`config.mk`:
```
export PLATFORM = sky130hd
export DESIGN_NAME = ultrasonic_echo_ranger
export DESIGN_NICKNAME = d
export VERILOG_FILES = /design/src/sv/uer_pkg.sv /design/src/sv/uer_in_reg.sv /design/src/sv/uer_ctrl.sv /design/src/sv/uer_dist.sv /design/src/sv/uer_out_reg.sv /design/src/sv/ultrasonic_echo_ranger.sv
export VERILOG_INCLUDE_DIRS = /design/src /design/src/sv
export SDC_FILE = /design/constraint.sdc
export NUM_CORES = 1
export LEC_CHECK = 0
export CAP_MARGIN = 20
export CELL_PAD_IN_SITES_DETAIL_PLACEMENT = 1
export CELL_PAD_IN_SITES_GLOBAL_PLACEMENT = 2
export CORE_MARGIN = 4
export CORE_UTILIZATION = 42
export DETAILED_ROUTE_END_ITERATION = 12
export DONT_BUFFER_PORTS = 1
export MAX_ROUTING_LAYER = met4
export PLACE_DENSITY = 0.87
export SYNTH_ARGS = -nofsm -noshare
export SYNTH_HDL_FRONTEND = slang
export SYNTH_SLANG_ARGS = --single-unit
```
`constraint.sdc`:
```
create_clock -name clock -period 5.1 [get_ports clock]
set_input_delay 0.51 -clock clock [delete_from_list [all_inputs] [get_ports clock]]
set_output_delay 0.51 -clock clock [all_outputs]
set_load 0.005 [all_outputs]
```
`src/sv/ultrasonic_echo_ranger_assert.svh`:
```
// Assertion macros shared by the ranger modules.
`ifndef ULTRASONIC_ECHO_RANGER_ASSERT_SVH
`define ULTRASONIC_ECHO_RANGER_ASSERT_SVH

// The condition must hold at every clock edge outside reset.
`define UER_ASSERT_ALWAYS(label, clk, rst, cond) \
   label: assert property (@(posedge clk) disable iff (rst) (cond)) \
      else $error("ultrasonic echo ranger: invariant violated");

// When the antecedent holds, the consequent must hold at the same edge.
`define UER_ASSERT_IMPLY(label, clk, rst, ante, cons) \
   label: assert property (@(posedge clk) disable iff (rst) (ante) |-> (cons)) \
      else $error("ultrasonic echo ranger: implication violated");

`endif

```
`src/sv/uer_pkg.sv`:
```
package uer_pkg;

   // Defaults for the top-level parameters.
   localparam int SAMPLES_DEFAULT    = 5;
   localparam int COUNT_BITS_DEFAULT = 16;

   // Fixed field widths and constants.
   localparam int TRIG_BITS  = 10;
   localparam int DIST_BITS  = 19;
   localparam int CM_DIVISOR = 58;
   localparam int FRAC_SCALE = 256;
   localparam logic [TRIG_BITS-1:0] TRIG_TICKS_RESET = 10'd20;

   // Measurement phase.
   typedef enum logic [1:0] {
      PH_IDLE,
      PH_TRIG,
      PH_WAIT,
      PH_MEAS
   } phase_type;

   // Commands from the sequencer to the distance accumulator.
   typedef struct packed {
      logic clear;
      logic incr;
   } acc_cmd_type;

   // Per-word status from the sequencer.
   typedef struct packed {
      logic trigger;
      logic busy;
      logic done;
   } step_res_type;

endpackage

```
`src/sv/uer_in_reg.sv`:
```
module uer_in_reg (
   input  logic clock,
   input  logic reset,
   input  logic req_tvalid,
   output logic req_tready,
   input  logic start_req,
   input  logic echo,
   input  logic step_en,
   output logic in_valid,
   output logic start_q,
   output logic echo_q
);

   logic valid_ff, valid_in;
   logic start_ff;
   logic echo_ff;

   // The register can take a word when empty or when its word moves on.
   assign req_tready = !valid_ff || step_en;

   always_comb begin
      valid_in = valid_ff;
      if (req_tvalid && req_tready) begin
         valid_in = 1'b1;
      end else if (step_en) begin
         valid_in = 1'b0;
      end
   end

   always_ff @(posedge clock) begin
      if (reset) begin
         valid_ff <= 1'b0;
      end else begin
         valid_ff <= valid_in;
      end
   end

   // Payload needs no reset.
   always_ff @(posedge clock) begin
      if (req_tvalid && req_tready) begin
         start_ff <= start_req;
         echo_ff  <= echo;
      end
   end

   assign in_valid = valid_ff;
   assign start_q  = start_ff;
   assign echo_q   = echo_ff;

endmodule

```
`src/sv/uer_ctrl.sv`:
```
`include "ultrasonic_echo_ranger_assert.svh"

module uer_ctrl #(
   parameter int SAMPLES    = uer_pkg::SAMPLES_DEFAULT,
   parameter int COUNT_BITS = uer_pkg::COUNT_BITS_DEFAULT
) (
   input  logic                           clock,
   input  logic                           reset,
   input  logic                           step_en,
   input  logic                           start,
   input  logic                           echo,
   input  logic                           csr_wr_en,
   input  logic [uer_pkg::TRIG_BITS-1:0]  csr_wr_data,
   output uer_pkg::acc_cmd_type           acc_cmd,
   output uer_pkg::step_res_type          res
);

   localparam int ROUND_BITS = (SAMPLES > 1) ? $clog2(SAMPLES) : 1;
   localparam logic [ROUND_BITS-1:0] LAST_ROUND = ROUND_BITS'(SAMPLES - 1);
   localparam logic [COUNT_BITS-1:0] PW_MAX = {COUNT_BITS{1'b1}};

   uer_pkg::phase_type                phase_ff, phase_in;
   logic [uer_pkg::TRIG_BITS-1:0]     timer_ff, timer_in;
   logic [uer_pkg::TRIG_BITS-1:0]     trig_ticks_ff;
   logic [COUNT_BITS-1:0]             pw_ff, pw_in;
   logic [ROUND_BITS-1:0]             round_ff, round_in;
   logic                              done;
   uer_pkg::acc_cmd_type              cmd;

   // Trigger length register.
   always_ff @(posedge clock) begin
      if (reset) begin
         trig_ticks_ff <= uer_pkg::TRIG_TICKS_RESET;
      end else if (csr_wr_en) begin
         trig_ticks_ff <= csr_wr_data;
      end
   end

   // Next state for one tick.
   always_comb begin
      phase_in  = phase_ff;
      timer_in  = timer_ff;
      pw_in     = pw_ff;
      round_in  = round_ff;
      cmd       = '0;
      done      = 1'b0;
      unique case (phase_ff)
         uer_pkg::PH_IDLE: begin
            if (start) begin
               round_in  = '0;
               pw_in     = '0;
               timer_in  = uer_pkg::TRIG_BITS'(1);
               phase_in  = uer_pkg::PH_TRIG;
               cmd.clear = 1'b1;
            end
         end
         uer_pkg::PH_TRIG: begin
            if (timer_ff >= trig_ticks_ff) begin
               phase_in = uer_pkg::PH_WAIT;
            end else begin
               timer_in = timer_ff + 1'b1;
            end
         end
         uer_pkg::PH_WAIT: begin
            // The rise tick counts as the first tick of the width.
            if (echo) begin
               pw_in    = COUNT_BITS'(1);
               phase_in = uer_pkg::PH_MEAS;
               cmd.incr = 1'b1;
            end
         end
         uer_pkg::PH_MEAS: begin
            if (echo) begin
               if (pw_ff != PW_MAX) begin
                  pw_in    = pw_ff + 1'b1;
                  cmd.incr = 1'b1;
               end
            end else begin
               pw_in = '0;
               if (round_ff == LAST_ROUND) begin
                  done     = 1'b1;
                  round_in = '0;
                  phase_in = uer_pkg::PH_IDLE;
               end else begin
                  round_in = round_ff + 1'b1;
                  timer_in = uer_pkg::TRIG_BITS'(1);
                  phase_in = uer_pkg::PH_TRIG;
               end
            end
         end
         default: begin
            phase_in = uer_pkg::PH_IDLE;
         end
      endcase
   end

   always_ff @(posedge clock) begin
      if (reset) begin
         phase_ff <= uer_pkg::PH_IDLE;
         timer_ff <= '0;
         pw_ff    <= '0;
         round_ff <= '0;
      end else if (step_en) begin
         phase_ff <= phase_in;
         timer_ff <= timer_in;
         pw_ff    <= pw_in;
         round_ff <= round_in;
      end
   end

   // Status is taken from the state after the tick.
   assign res.trigger   = (phase_in == uer_pkg::PH_TRIG);
   assign res.busy      = (phase_in != uer_pkg::PH_IDLE);
   assign res.done      = done;
   assign acc_cmd.clear = step_en && cmd.clear;
   assign acc_cmd.incr  = step_en && cmd.incr;

   // The trigger timer never sits at zero while the trigger is driven.
   `UER_ASSERT_IMPLY(a_timer_live, clock, reset, phase_ff == uer_pkg::PH_TRIG,
      timer_ff != '0)
   // A width is held only while an echo is being measured.
   `UER_ASSERT_IMPLY(a_pw_idle, clock, reset, phase_ff != uer_pkg::PH_MEAS, pw_ff == '0)
   `UER_ASSERT_IMPLY(a_pw_meas, clock, reset, phase_ff == uer_pkg::PH_MEAS, pw_ff != '0)

endmodule

```
`src/sv/uer_dist.sv`:
```
`include "ultrasonic_echo_ranger_assert.svh"

module uer_dist #(
   parameter int SAMPLES    = uer_pkg::SAMPLES_DEFAULT,
   parameter int COUNT_BITS = uer_pkg::COUNT_BITS_DEFAULT
) (
   input  logic                          clock,
   input  logic                          reset,
   input  uer_pkg::acc_cmd_type          acc_cmd,
   output logic [uer_pkg::DIST_BITS-1:0] distance
);

   // The running total of widths times 256 is kept as quotient and
   // remainder by 58*SAMPLES, so each counted tick adds 256 with one
   // compare and subtract, and the mean is the quotient itself.
   localparam int DIVISOR  = uer_pkg::CM_DIVISOR * SAMPLES;
   localparam int RB       = $clog2(DIVISOR);
   localparam int QB       = COUNT_BITS + 3;
   localparam int STEP_Q   = uer_pkg::FRAC_SCALE / DIVISOR;
   localparam int STEP_R   = uer_pkg::FRAC_SCALE % DIVISOR;
   localparam int CMP_BITS = (QB > uer_pkg::DIST_BITS) ? QB : uer_pkg::DIST_BITS;
   localparam logic [CMP_BITS-1:0] DIST_MAX = CMP_BITS'((1 << uer_pkg::DIST_BITS) - 1);

   logic [QB-1:0]       q_ff, q_in;
   logic [RB-1:0]       r_ff, r_in;
   logic [RB:0]         r_sum;
   logic                wrap;
   logic [CMP_BITS-1:0] q_ext;

   // Add one tick worth of 256 to the quotient and remainder.
   always_comb begin
      r_sum = {1'b0, r_ff} + (RB + 1)'(STEP_R);
      wrap  = (r_sum >= (RB + 1)'(DIVISOR));
      r_in  = wrap ? RB'(r_sum - (RB + 1)'(DIVISOR)) : RB'(r_sum);
      q_in  = q_ff + QB'(STEP_Q) + QB'(wrap);
   end

   always_ff @(posedge clock) begin
      if (reset) begin
         q_ff <= '0;
         r_ff <= '0;
      end else if (acc_cmd.clear) begin
         q_ff <= '0;
         r_ff <= '0;
      end else if (acc_cmd.incr) begin
         q_ff <= q_in;
         r_ff <= r_in;
      end
   end

   // Saturate the mean to the output width.
   assign q_ext    = CMP_BITS'(q_ff);
   assign distance = (q_ext > DIST_MAX) ? uer_pkg::DIST_BITS'(DIST_MAX)
                                        : uer_pkg::DIST_BITS'(q_ext);

   // The remainder always stays below the divisor.
   `UER_ASSERT_ALWAYS(a_rem_range, clock, reset, r_ff < RB'(DIVISOR))

endmodule

```
`src/sv/uer_out_reg.sv`:
```
module uer_out_reg (
   input  logic                          clock,
   input  logic                          reset,
   input  logic                          step_en,
   input  uer_pkg::step_res_type         res,
   input  logic [uer_pkg::DIST_BITS-1:0] distance,
   output logic                          can_load,
   output logic                          rsp_tvalid,
   input  logic                          rsp_tready,
   output logic                          trigger,
   output logic                          busy_res,
   output logic                          distance_valid,
   output logic [uer_pkg::DIST_BITS-1:0] distance_q
);

   logic                          valid_ff, valid_in;
   uer_pkg::step_res_type         res_ff;
   logic [uer_pkg::DIST_BITS-1:0] dist_ff;

   // A new word may load when the register is empty or being drained.
   assign can_load = !valid_ff || rsp_tready;

   always_comb begin
      valid_in = valid_ff;
      if (step_en) begin
         valid_in = 1'b1;
      end else if (rsp_tready) begin
         valid_in = 1'b0;
      end
   end

   always_ff @(posedge clock) begin
      if (reset) begin
         valid_ff <= 1'b0;
      end else begin
         valid_ff <= valid_in;
      end
   end

   // Distance reads zero except on the tick it is reported.
   always_ff @(posedge clock) begin
      if (step_en) begin
         res_ff  <= res;
         dist_ff <= res.done ? distance : '0;
      end
   end

   assign rsp_tvalid     = valid_ff;
   assign trigger        = res_ff.trigger;
   assign busy_res       = res_ff.busy;
   assign distance_valid = res_ff.done;
   assign distance_q     = dist_ff;

endmodule

```
`src/sv/ultrasonic_echo_ranger.sv`:
```
// Ultrasonic echo ranger. Each request word is one microsecond tick carrying
// a start request and the sampled echo level; each tick returns exactly one
// response word with the trigger level, the busy flag and, on the tick that
// ends the last round, the mean distance in centimetres with 8 fraction bits
// (floor of total width * 256 / (58 * SAMPLES), saturated to 19 bits). A
// start seen while idle runs SAMPLES rounds of trigger pulse, wait for echo
// rise and echo width count; there is no echo timeout. A word passes through
// an input register and a response register with one tick of logic between
// them, so the block takes one word every clock cycle while rsp_tready is
// high; the mean is kept as a running quotient and remainder, which needs
// no divider. Write the trigger length through the csr port only while idle.
module ultrasonic_echo_ranger #(
   parameter int SAMPLES    = uer_pkg::SAMPLES_DEFAULT,
   parameter int COUNT_BITS = uer_pkg::COUNT_BITS_DEFAULT
) (
   input  logic                          clock,
   input  logic                          reset,
   input  logic                          req_tvalid,
   output logic                          req_tready,
   input  logic [7:0]                    req_tdata,   // [0] start_req, [1] echo
   output logic                          rsp_tvalid,
   input  logic                          rsp_tready,
   output logic [23:0]                   rsp_tdata,   // [0] trigger, [1] busy_res,
                                                      // [20:2] distance
   output logic                          rsp_tuser,   // [0] distance_valid
   input  logic                          csr_wr_en,
   input  logic [uer_pkg::TRIG_BITS-1:0] csr_wr_data
);

   logic                          in_valid;
   logic                          start_q;
   logic                          echo_q;
   logic                          can_load;
   logic                          step_en;
   uer_pkg::acc_cmd_type          acc_cmd;
   uer_pkg::step_res_type         res;
   logic [uer_pkg::DIST_BITS-1:0] distance;
   logic                          trigger;
   logic                          busy_res;
   logic                          distance_valid;
   logic [uer_pkg::DIST_BITS-1:0] distance_q;

   // A tick is processed when a word waits and the response slot is free.
   assign step_en = in_valid && can_load;

   uer_in_reg u_in_reg (
      .clock      (clock),
      .reset      (reset),
      .req_tvalid (req_tvalid),
      .req_tready (req_tready),
      .start_req  (req_tdata[0]),
      .echo       (req_tdata[1]),
      .step_en    (step_en),
      .in_valid   (in_valid),
      .start_q    (start_q),
      .echo_q     (echo_q)
   );

   uer_ctrl #(
      .SAMPLES    (SAMPLES),
      .COUNT_BITS (COUNT_BITS)
   ) u_ctrl (
      .clock       (clock),
      .reset       (reset),
      .step_en     (step_en),
      .start       (start_q),
      .echo        (echo_q),
      .csr_wr_en   (csr_wr_en),
      .csr_wr_data (csr_wr_data),
      .acc_cmd     (acc_cmd),
      .res         (res)
   );

   uer_dist #(
      .SAMPLES    (SAMPLES),
      .COUNT_BITS (COUNT_BITS)
   ) u_dist (
      .clock    (clock),
      .reset    (reset),
      .acc_cmd  (acc_cmd),
      .distance (distance)
   );

   uer_out_reg u_out_reg (
      .clock          (clock),
      .reset          (reset),
      .step_en        (step_en),
      .res            (res),
      .distance       (distance),
      .can_load       (can_load),
      .rsp_tvalid     (rsp_tvalid),
      .rsp_tready     (rsp_tready),
      .trigger        (trigger),
      .busy_res       (busy_res),
      .distance_valid (distance_valid),
      .distance_q     (distance_q)
   );

   // Pack the response word.
   assign rsp_tdata = {3'b000, distance_q, busy_res, trigger};
   assign rsp_tuser = distance_valid;

endmodule
```
Word-level counts from Yosys, hierarchy flattened

Cells that the tools add are included.

Bitwise operators: 0
Equality and inequality tests: 12
Mux-type cells: 35
Order comparisons: 3
Div/mod/pow operators: 0
Multipliers: 0
Reductions and logical operators: 19
Shift operators: 0
Add/sub/neg operators: 6

Operators with widths:

| cell                                                   | number |
|---|---|
| two-way mux 16 bit                                     | 4 |
| case mux 16 bit (3 select lines)                       | 1 |
| two-way mux 10 bit                                     | 4 |
| case mux 10 bit (3 select lines)                       | 1 |
| adder 19 x 1 -> 19 bit                                 | 1 |
| greater-than comparator 19 bit (second input constant) | 1 |
| two-way mux 19 bit                                     | 1 |
| adder 16 x 1 -> 16 bit (second input constant)         | 1 |
| != test 16 bit (second input constant)                 | 1 |
| two-way mux 1 bit                                      | 13 |
| adder 10 x 1 -> 10 bit (second input constant)         | 1 |
| adder 9 x 9 -> 10 bit (second input constant)          | 1 |
| >= comparator 10 bit                                   | 1 |
| >= comparator 10 x 9 -> 1 bit (second input constant)  | 1 |
| != test 2 bit (second input constant)                  | 5 |
| two-way mux 3 bit                                      | 3 |
| two-way mux 9 bit                                      | 1 |
| subtractor 9 bit (second input constant)               | 1 |
| two-way mux 2 bit                                      | 4 |
| case mux 2 bit (4 select lines)                        | 1 |
| nonzero test 2 bit                                     | 4 |
| case mux 3 bit (2 select lines)                        | 1 |
| AND reduction 6 bit                                    | 1 |
| nonzero test 3 bit                                     | 2 |
| 13 further kinds                                       | 20 |

Memories: 0
Memory bits (writable): 0
Register bits after elaboration: 95
Bits of input ports: 23
Word-level logic and storage cells: 90
Output and inout bits: 27
Latch bits: 0
Memory bits (read-only): 0

Longest topological paths before layout

Gate-level depths: netlist (run 1).

Depth after elaboration: 6
Mapped depth: 12
Mapped depth without buffers: 12

Modules after synthesis

From an unflattened synthesis (run 1), not the netlist that was laid out.

Cells, all modules: 502
Area total of the unflattened synthesis: 4642.0 um2

Modules (own cells, without submodules):

| module                 | times used | cells each | area each (um2) |
|---|---|---|---|
| uer_ctrl               | 1          | 272        | 2234.6 |
| uer_dist               | 1          | 170        | 1398.8 |
| uer_out_reg            | 1          | 46         | 845.8 |
| uer_in_reg             | 1          | 7          | 115.1 |
| ultrasonic_echo_ranger | 1          | 7          | 47.5 |

Worst setup path after synthesis (run 1)

OpenSTA, ideal clock, no wires.

Kind: input to register
From: in rsp_tready
To: reg u_ctrl.pw_ff[5]
Cell stages on the path: 7
Arrival: 2.244 ns
Data required time: 4.972 ns
Slack: 2.728 ns
Buffers on the path: 0
Cells stage by stage: nand2b_1 nand2_1 clkinv_1 a2bb2oi_2 nor3b_1 xnor2_1 nor2_1

Word-level cells in the longest chain between the ends: 3

RTL lines:

| element                              | RTL line                     | RTL |
|---|---|---|
| start, declared                      | ultrasonic_echo_ranger.sv:22 | `input logic rsp_tready,` |
| logical OR 1 bit                     | uer_out_reg.sv:21            | `assign can_load = !valid_ff \|\| rsp_tready;` |
| logical AND 1 bit                    | ultrasonic_echo_ranger.sv:44 | `assign step_en = in_valid && can_load;` |
| via step_en                          | ultrasonic_echo_ranger.sv:34 | `logic step_en;` |
| AND reduction 5 bit (no source line) | n/a                          |  |
| end signal, assigned                 | uer_ctrl.sv:106              | `pw_ff <= pw_in;` |
| end, declared                        | uer_ctrl.sv:25               | `logic [COUNT_BITS-1:0] pw_ff, pw_in;` |

The timed path passes the listed nets, and every way through them passes these cells.
A chain may end at the register's enable or synchronous reset.

Worst setup path in the final report (run 1)

From: reg u_dist.r_ff[1]
To: reg u_dist.q_ff[7], in the netlist u_dist.q_ext[7]

Word-level cells in the longest chain between the ends: 3

RTL lines:

| element                       | RTL line       | RTL |
|---|---|---|
| start, declared               | uer_dist.sv:25 | `logic [RB-1:0] r_ff, r_in;` |
| start signal, assigned        | uer_dist.sv:47 | `r_ff <= r_in;` |
| adder 9 x 9 -> 10 bit         | uer_dist.sv:32 | `r_sum = {1'b0, r_ff} + (RB + 1)'(STEP_R);` |
| >= comparator 10 x 9 -> 1 bit | uer_dist.sv:33 | `wrap = (r_sum >= (RB + 1)'(DIVISOR));` |
| adder 19 x 1 -> 19 bit        | uer_dist.sv:35 | `q_in = q_ff + QB'(STEP_Q) + QB'(wrap);` |
| end signal, assigned          | uer_dist.sv:46 | `q_ff <= q_in;` |
| end, declared                 | uer_dist.sv:24 | `logic [QB-1:0] q_ff, q_in;` |

Every way passes these cells.

==> results.json, run 1 <==
{
  "status": "completed",
  "synth_edf_count": 24,
  "yosysTopAreaCell": "dfxtp_1",
  "setup_viol": 0,
  "vdd_drop_max_uv": 151,
  "dr_total_vias": 3310,
  "crit_path_max_incr_delay_ps": 510,
  "synthSimpleGateAreaFrac_pct": 23.3,
  "cts_root_buf": "clkbuf_8",
  "fmax_mhz": 376,
  "tightest_slew_ps": 984,
  "cts_buffers": 9,
  "clk_latency_ps": 370,
  "period_share_pct": 52.2,
  "async_reset_ff_share_pct": 0,
  "area_growth_pct": 7.30,
  "ctsResizeCount": 0,
  "ctsLongestPathBuffers": 2,
  "grt_pass1_vias": 3488,
  "min-delay-path-class": "in -> reg",
  "gp_congestion": 0.754,
  "finalPower_mw": 1.41,
  "nets": 521,
  "grt_max_degree": 28,
  "overflow": 0,
  "required_ps": 5320,
  "synthTopCellsByArea": "dfxtp_1 (31%), edfxtp_1 (16%), nor2_1 (5.4%), ha_1 (5.0%), xor2_1 (4.9%)",
  "drc": 0,
  "synth_top_family_by_area": "simple AND/OR/NAND/NOR gates",
  "cts_max_level": 3,
  "routed_wl_um": 9890,
  "post-dp-hpwl_um": 7080,
  "critPathKind": "reg -> reg",
  "synth_area_per_cell_um2": 9.28,
  "track_usage_pct": 17.2,
  "synth-seq-area-share_pct": 47.2,
  "reg2reg_depth": 10,
  "yosysWarnings": 0,
  "start_kind": "flop",
  "grt_pass1_wl_um": 17100,
  "synth_xor_area_share_pct": 6.82,
  "hold_start": "reset",
  "die_h_um": 111,
  "synth_flop_cell": "dfxtp_1",
  "n_antenna_cell": 0,
  "drt_iter0_drc": 176,
  "layout_min_cycle_time_ps": 2660,
  "fp-row-count": 37,
  "rsz0062_at_grt": "no",
  "final_max_slew_viol_count": 0,
  "skew_ps": 13.2,
  "ff2ff_setup_slack_ps": 2440,
  "firstDrtPassIters": 4,
  "post_cts_buffers": 0,
  "setup-tns-final_ps": 0,
  "antenna_found_initial": 0,
  "coreArea_um2": 10400,
  "synth_seq_cells": 94,
  "min_to": "u_in_reg.in_valid",
  "end_kind": "flop",
  "dieArea_um2": 12400,
  "crit_arrival_ps": 2880,
  "crit_path_start": "u_dist.r_ff[1]",
  "power_leakage_nw": 1.69,
  "critical_path.max_fanout": 8,
  "port_buffers": 0,
  "viasPerCell": 5.33,
  "antenna_left": 0,
  "synthAdderAreaFrac_pct": 5.01,
  "wire_per_inst_um": 15.9,
  "clock_sinks": 94,
  "cp_cell_sequence": "o41a_1 -> a2111oi_4 -> inv_1 -> ha_1 -> and4_1 -> nand4_1 -> a21oi_2 -> and2_1 -> xnor2_1 -> nor2_1",
  "start_util_pct": 43.3,
  "p_per_area_nw_per_um2": 293,
  "hold_buffers": 0,
  "hold_depth": 1,
  "drv_cap": 0,
  "r2r_end": "u_dist.q_ext[7]",
  "ys_types": 50,
  "synth_cells": 484,
  "report.final.hold_viol_count": 0,
  "cts_tree": "built",
  "die_w_um": 111,
  "reg2reg_from": "u_dist.r_ff[1]",
  "clk_pin_slew_worst_paths_ps": 100,
  "synth_top_cell_area_share_pct": 31.2,
  "synth_compound_area_share_pct": 10.8,
  "netlist_area_um2": 4490,
  "cp_slowest_cell": "o41a_1",
  "ioPinCount": 50,
  "layout-drive-gt1-share_pct": 6.19,
  "muxShareOfSynthArea_pct": 2.45,
  "slew_headroom_pct": 34.0
}
## worst max path at each step
| stage | endpoint | slack, ps |
|---|---|---|
| after detailed placement | u_ctrl.timer_ff[8] | 2400 |
| after global placement | u_dist.q_ext[7] | 2500 |
| after floorplan | u_ctrl.pw_ff[5] | 2730 |
| after CTS | u_ctrl.timer_ff[8] | 2360 |
| final | u_dist.q_ext[7] | 2440 |
| after global routing | u_dist.q_ext[6] | 2250 |
## metal layers
layer  wire length, µm  global-route usage, %  vias to the layer above
met1              4520                   21.4                     1601
met2              5010                   28.8                       45
li1                  -                      -                     1655
met5                 0                      -                        -
met4                97                   4.14                        0
met3               259                   3.64                        9
## where the power goes
| group | switching [mW] | internal, mW |
|---|---|---|
| clock network | 0.278 | 0.282 |
| registers | 0.0141 | 0.780 |
| logic | 0.0394 | 0.0174 |
## Yosys cell counts, drive strengths merged (9+ instances only)
library cell	count
and2	23
o21ai	16
clkbuf	9
nand3	20
or3	9
inv	25
nor3	14
nand2	44
edfxtp	24
ha	18
buf	10
xor2	25
dfxtp	70
a21oi	26
xnor2	10
mux2i	11
nor2	65
nand4	14
## layout make-up
class | instances | area [µm²]
Clock buffer | 9 | 124
Clock inverter | 7 | 101
Fill cell | 1223 | 5550
Inverter | 26 | 97.6
Multi-Input combinational cell | 347 | 2190
Sequential cell | 94 | 2120
Tap cell | 136 | 170
Timing Repair Buffer | 2 | 15.0
## flip-flops by register name, summed over array words and instances (netlist names), 2 cells and up
name                  cells
u_dist.q_ext             19
u_out_reg.distance_q     19
u_ctrl.pw_ff             16
u_ctrl.timer_ff          10
u_ctrl.trig_ticks_ff     10
u_dist.r_ff               8
u_ctrl.round_ff           3
u_ctrl.phase_ff           2
## cell usage in the layout, fill, tap and decap left out, types with 11 or more instances in the layout
cell type,synthesis,final
and2_1,23,23
mux2i_1,11,11
nor3_1,14,13
edfxtp_1,24,24
a21oi_1,25,25
nand2_1,44,44
nor2_1,65,65
nand3_1,20,20
nand4_1,14,14
inv_1,25,25
ha_1,18,18
xor2_1,25,25
dfxtp_1,70,70
o21ai_0,16,16
## critical path: cells and delay by family, from the launching register on
family          cells  cell delay (ps)
compound gates      3             1100
flops               1              370
fa+ha+maj           1              230
xor+xnor            1              130
simple gates        4              610
buf+inv             1               90
## cells by family (layout without fill, tap and decap cells)
group                    after synthesis  count (layout)
AO/OA/AOI/OAI                         68              68
buffers and inverters                 45              44
other                                  1               3
AND/OR/NAND/NOR                      212             212
multiplexers                          11              11
flip-flops                            94              94
XOR/XNOR                              35              35
adder cells (fa/ha/maj)               18              18
## stage by stage
stage | utilization [%] | instance area, µm² | hold slack (ps) | worst slack [ps] | std cells
after global routing | 46.5 | 4820 | 169 | 2250 | 621
after CTS | 46.4 | 4810 | 181 | 2360 | 620
after global placement | 44.2 | 4590 | 460 | 2500 | 604
after detailed placement | 44.2 | 4590 | 480 | 2400 | 604
final | 46.5 | 4820 | 198 | 2440 | 621
after floorplan | - | 4500 | 458 | 2730 | 486
Power figures use the tool's default switching activity.
==> inputs of run 2 (changes only) <==
--- a/config.mk
+++ b/config.mk
@@ -10,11 +10,11 @@
 export CELL_PAD_IN_SITES_DETAIL_PLACEMENT = 1
 export CELL_PAD_IN_SITES_GLOBAL_PLACEMENT = 2
 export CORE_MARGIN = 4
-export CORE_UTILIZATION = 42
+export CORE_UTILIZATION = 39
 export DETAILED_ROUTE_END_ITERATION = 12
 export DONT_BUFFER_PORTS = 1
 export MAX_ROUTING_LAYER = met4
-export PLACE_DENSITY = 0.87
+export PLACE_DENSITY = 0.82
 export SYNTH_ARGS = -nofsm -noshare
 export SYNTH_HDL_FRONTEND = slang
 export SYNTH_SLANG_ARGS = --single-unit
==> constraint.sdc (replaced) <==
create_clock -name clock -period 2.5 [get_ports clock]
set_input_delay 0.25 -clock clock [delete_from_list [all_inputs] [get_ports clock]]
set_output_delay 0.25 -clock clock [all_outputs]
set_load 0.005 [all_outputs]
==> results.json, run 2 (synthesized netlist as in run 1, its figures left out) <==
{
  "status": "completed",
  "start_util_pct": 40.5,
  "end_kind": "flop",
  "ctsLongestPathBuffers": 2,
  "fill_cells": 1254,
  "final_max_slew_viol_count": 0,
  "power_leakage_nw": 1.82,
  "cts_tree": "built",
  "period_share_pct": 95.9,
  "vdd_drop_max_uv": 437,
  "layout_commonest_cell": "dfxtp_1",
  "ioPinCount": 50,
  "critPathKind": "reg -> reg",
  "reg2reg_depth": 8,
  "dieArea_um2": 13300,
  "drc": 0,
  "coreArea_um2": 11100,
  "fp-row-count": 38,
  "die_w_um": 115,
  "p_per_area_nw_per_um2": 633,
  "skew_ps": 9.13,
  "routed_wl_um": 10000,
  "layout-drive-gt1-share_pct": 9.36,
  "min-delay-path-class": "in -> reg",
  "hold_start": "csr_wr_en",
  "antenna_found_initial": 0,
  "die_h_um": 115,
  "clk_latency_ps": 350,
  "grt_max_degree": 24,
  "cts_buffers": 9,
  "cts_root_buf": "clkbuf_16",
  "n_antenna_cell": 0,
  "holdWs_ps": 23.3,
  "grt_pass1_vias": 3525,
  "worst_slack_ps": 103,
  "clk_pin_slew_worst_paths_ps": 70,
  "start_kind": "flop",
  "area_growth_pct": 12.6,
  "viasPerCell": 5.29,
  "cts_max_level": 3,
  "antenna_left": 0,
  "report.final.hold_viol_count": 0,
  "drv_cap": 0,
  "grt_pass1_wl_um": 16800,
  "rsz0062_at_grt": "yes",
  "fmax_mhz": 417,
  "track_usage_pct": 16.5,
  "min_to": "u_ctrl.trig_ticks_ff[4]",
  "crit_arrival_ps": 2660,
  "required_ps": 2770,
  "ff2ff_setup_slack_ps": 100,
  "layout_min_cycle_time_ps": 2400,
  "r2r_end": "u_ctrl.timer_ff[5]",
  "firstDrtPassIters": 4,
  "wire_per_inst_um": 15.6,
  "setup_viol": 0,
  "final_cell_mix": "dfxtp_1 (69), nor2_1 (64), nand2_1 (44)",
  "finalPower_mw": 3.20,
  "gp_congestion": 0.784,
  "critical_path.max_fanout": 5,
  "post-dp-hpwl_um": 7180,
  "nets": 538,
  "tightest_slew_ps": 805,
  "clock_sinks": 94,
  "reg2reg_from": "u_ctrl.timer_ff[0]",
  "slew_headroom_pct": 46.1,
  "pre_cts_slack_ps": 9.30,
  "overflow": 0,
  "dr_total_vias": 3399,
  "port_buffers": 0,
  "hold_depth": 1,
  "drt_iter0_drc": 122
}
==> run 2: changes by cell type in the layout (fill, tap and decap cells not counted), moves of 2 or more <==
cell           change
buf_4             +14
clkbuf_16          +9
clkbuf_8           -9
clkinv_4           +2
dlygate4sd3_1      +3
==> run 2: cell type report <==
cell class	instances	area [µm²]	area share, %
Timing Repair Buffer	19	150	2.97
Clock inverter	7	87.6	1.73
Clock buffer	9	225	4.45
Multi-Input combinational cell	347	2200	43.5
Tap cell	140	175	3.46
Sequential cell	94	2120	42.0
Inverter	26	97.6	1.93
==> run 2: timing repair <==
action	in CTS	in global routing
hold endpoints to repair	22	0
hold buffers	3	0
setup endpoints to repair	4	13
gates resized for setup	1	2
setup buffers	0	2
pin swaps	0	4
==> run 2: stage by stage <==
stage	utilization [%]	setup TNS (ps)	std cells	cell area, µm²
global route	45.7	-79.0	642	5060
CTS	45.6	0	642	5050
detailed placement	42.5	0	623	4700
finish	45.7	0	642	5060
global placement	42.5	0	623	4700
floorplan	-	0	486	4500
==> run 2: layer usage <==
| layer | GRT usage [%] | vias to the layer above | part of all wire [%] |
|---|---|---|---|
| met2 | 27.7 | 39 | 49 |
| met1 | 19.7 | 1663 | 47 |
| met4 | 6.57 | 0 | 1.7 |
| met5 | - | - | 0 |
| met3 | 2.84 | 13 | 2.2 |
| li1 | - | 1684 | - |
==> run 2: power by group <==
| group | internal [mW] | switching (mW) | total [mW] | leakage [nW] |
|---|---|---|---|---|
| clock | 0.800 | 0.648 | 1.45 | 0.154 |
| combinational | 0.0455 | 0.0934 | 0.139 | 0.884 |
| sequential | 1.59 | 0.0223 | 1.61 | 0.780 |
==> run 2: worst max-delay path by stage <==
stage | from | end | slack (ps) | depth (start not counted)
after global placement | u_dist.r_ff[2] | u_dist.q_ext[18] | 100 | 13
after floorplan | u_dist.r_ff[1] | u_dist.q_ext[7] | 170 | 10
after CTS | u_dist.r_ff[1] | u_dist.q_ext[10] | 3 | 11
final | u_ctrl.timer_ff[0] | u_ctrl.timer_ff[5] | 100 | 8
after global routing | u_dist.r_ff[2] | u_dist.q_ext[10] | -50 | 12
after detailed placement | u_dist.r_ff[2] | u_dist.q_ext[12] | 9 | 13
==> run 2: critical path: stages, from the launching register on <==
cell      delay [ps]
dfxtp_1          420
inv_1            110
ha_1             280
nand2b_1         140
a21o_1           200
a21oi_1          220
o211ai_1         190
or4_1            550
a21oi_1          200
==> inputs of run 3 (changes only) <==
--- a/config.mk
+++ b/config.mk
@@ -10,11 +10,11 @@
 export CELL_PAD_IN_SITES_DETAIL_PLACEMENT = 1
 export CELL_PAD_IN_SITES_GLOBAL_PLACEMENT = 2
 export CORE_MARGIN = 4
-export CORE_UTILIZATION = 39
+export CORE_UTILIZATION = 42
 export DETAILED_ROUTE_END_ITERATION = 12
 export DONT_BUFFER_PORTS = 1
 export MAX_ROUTING_LAYER = met4
-export PLACE_DENSITY = 0.82
+export PLACE_DENSITY = 0.87
 export SYNTH_ARGS = -nofsm -noshare
 export SYNTH_HDL_FRONTEND = slang
 export SYNTH_SLANG_ARGS = --single-unit
==> constraint.sdc (replaced) <==
create_clock -name clock -period 2.9 [get_ports clock]
set_input_delay 0.29 -clock clock [delete_from_list [all_inputs] [get_ports clock]]
set_output_delay 0.29 -clock clock [all_outputs]
set_load 0.005 [all_outputs]
==> results.json, run 3 (synthesized netlist as in run 1, its figures left out) <==
{
  "layout_min_cycle_time_ps": 2600,
  "end_kind": "flop",
  "required_ps": 3140,
  "die_w_um": 111,
  "dr_total_vias": 3389,
  "power_leakage_nw": 1.71,
  "fp-row-count": 37,
  "drc": 0,
  "routed_wl_um": 10000,
  "min-delay-path-class": "in -> reg",
  "firstDrtPassIters": 4,
  "p_per_area_nw_per_um2": 489,
  "layout-drive-gt1-share_pct": 6.91,
  "die_h_um": 111,
  "status": "completed",
  "critPathKind": "reg -> reg",
  "coreArea_um2": 10400,
  "ctsResizeCount": 0,
  "gp_congestion": 0.728,
  "post_cts_buffers": 0,
  "start_util_pct": 43.3,
  "drv_cap": 0,
  "clk_latency_ps": 380,
  "grt_max_degree": 23,
  "area_growth_pct": 8.13,
  "port_buffers": 0,
  "layout_commonest_cell": "dfxtp_1",
  "rsz0062_at_grt": "no",
  "fill_cells": 1207,
  "overflow": 0,
  "hold_buffers": 3,
  "wire_per_inst_um": 16.0,
  "antenna_left": 0,
  "clk_pin_slew_worst_paths_ps": 100,
  "dieArea_um2": 12400,
  "skew_ps": 19.0,
  "tightest_slew_ps": 838,
  "vdd_drop_max_uv": 212,
  "cts_tree": "built",
  "setup-tns-final_ps": 0,
  "crit_arrival_ps": 2840,
  "drt_iter0_drc": 142,
  "grt_pass1_wl_um": 17200,
  "track_usage_pct": 17.3,
  "slew_headroom_pct": 43.9,
  "clock_sinks": 94,
  "final_max_slew_viol_count": 0,
  "n_antenna_cell": 0,
  "period_share_pct": 89.5,
  "report.final.hold_viol_count": 0,
  "grt_pass1_vias": 3596,
  "finalPower_mw": 2.38,
  "ctsLongestPathBuffers": 2,
  "viasPerCell": 5.40,
  "setup_viol": 0,
  "cts_root_buf": "clkbuf_8",
  "antenna_found_initial": 0,
  "start_kind": "flop",
  "final_cells": 628,
  "cts_max_level": 3,
  "post-dp-hpwl_um": 7330,
  "numPlacedInstances": 609,
  "fmax_mhz": 385,
  "final_cell_mix": "dfxtp_1 (70), nor2_1 (65), nand2_1 (44)",
  "cts_buffers": 9,
  "nets": 528,
  "ioPinCount": 50,
  "critical_path.max_fanout": 8
}
run 3: cell types whose count changed in the layout (fill, tap and decap cells not counted), moves of 2 or more:
| cell | change |
|---|---|
| buf_4 | -10 |
| clkbuf_16 | -9 |
| clkbuf_8 | +9 |
| clkinv_8 | +2 |
run 3: critical path, stage by stage, from the launching register on:
cell,delay (ps)
dfxtp_1,370
o41a_1,500
a2111oi_4,430
inv_1,100
ha_1,230
and4_1,210
nand4_1,100
a21oi_2,90
and2_1,230
xnor2_1,130
nor2_1,50
run 3: final timing paths:
kind	startpoint	end	slack [ps]	depth (start not counted)
setup / recovery	u_dist.r_ff[1]	u_dist.q_ext[7]	300	10
hold / removal	csr_wr_en	u_ctrl.trig_ticks_ff[4]	30	1
setup reg to reg	u_dist.r_ff[1]	u_dist.q_ext[7]	300	10
hold reg to reg	u_ctrl.timer_ff[9]	u_ctrl.timer_ff[9]	490	2
run 3: per-layer routing:
layer,vias to the layer above,track usage (%),share of wire [%]
li1,1669,-,-
met1,1661,20.2,44
met2,47,30.2,51
met3,12,2.83,3.2
met4,0,5.76,1.5
met5,-,-,0
run 3: final cells by class:
| class | instances | area [µm²] | area share, % |
|---|---|---|---|
| flip-flops and latches | 94 | 2120 | 43.7 |
| clock inverters | 7 | 78.8 | 1.62 |
| well taps | 136 | 170 | 3.50 |
| repair buffers | 9 | 75.1 | 1.55 |
| multi-input cells | 347 | 2190 | 45.1 |
| clock buffers | 9 | 124 | 2.55 |
| inverters | 26 | 97.6 | 2.01 |
run 3: stage by stage:
step | worst slack, ps | util (%) | hold slack [ps] | cell area (µm²)
final | 303 | 46.8 | 33.9 | 4860
after global routing | 78.7 | 46.8 | 23.4 | 4860
after detailed placement | 296 | 44.6 | 368 | 4620
after floorplan | 567 | - | 389 | 4500
after CTS | 263 | 46.8 | 21.6 | 4860
after global placement | 359 | 44.6 | 366 | 4620
run 3: where the power goes:
part	leakage [nW]	switching, mW	internal (mW)
registers	0.780	0.0222	1.37
clock network	0.102	0.530	0.341
logic	0.833	0.0767	0.0351
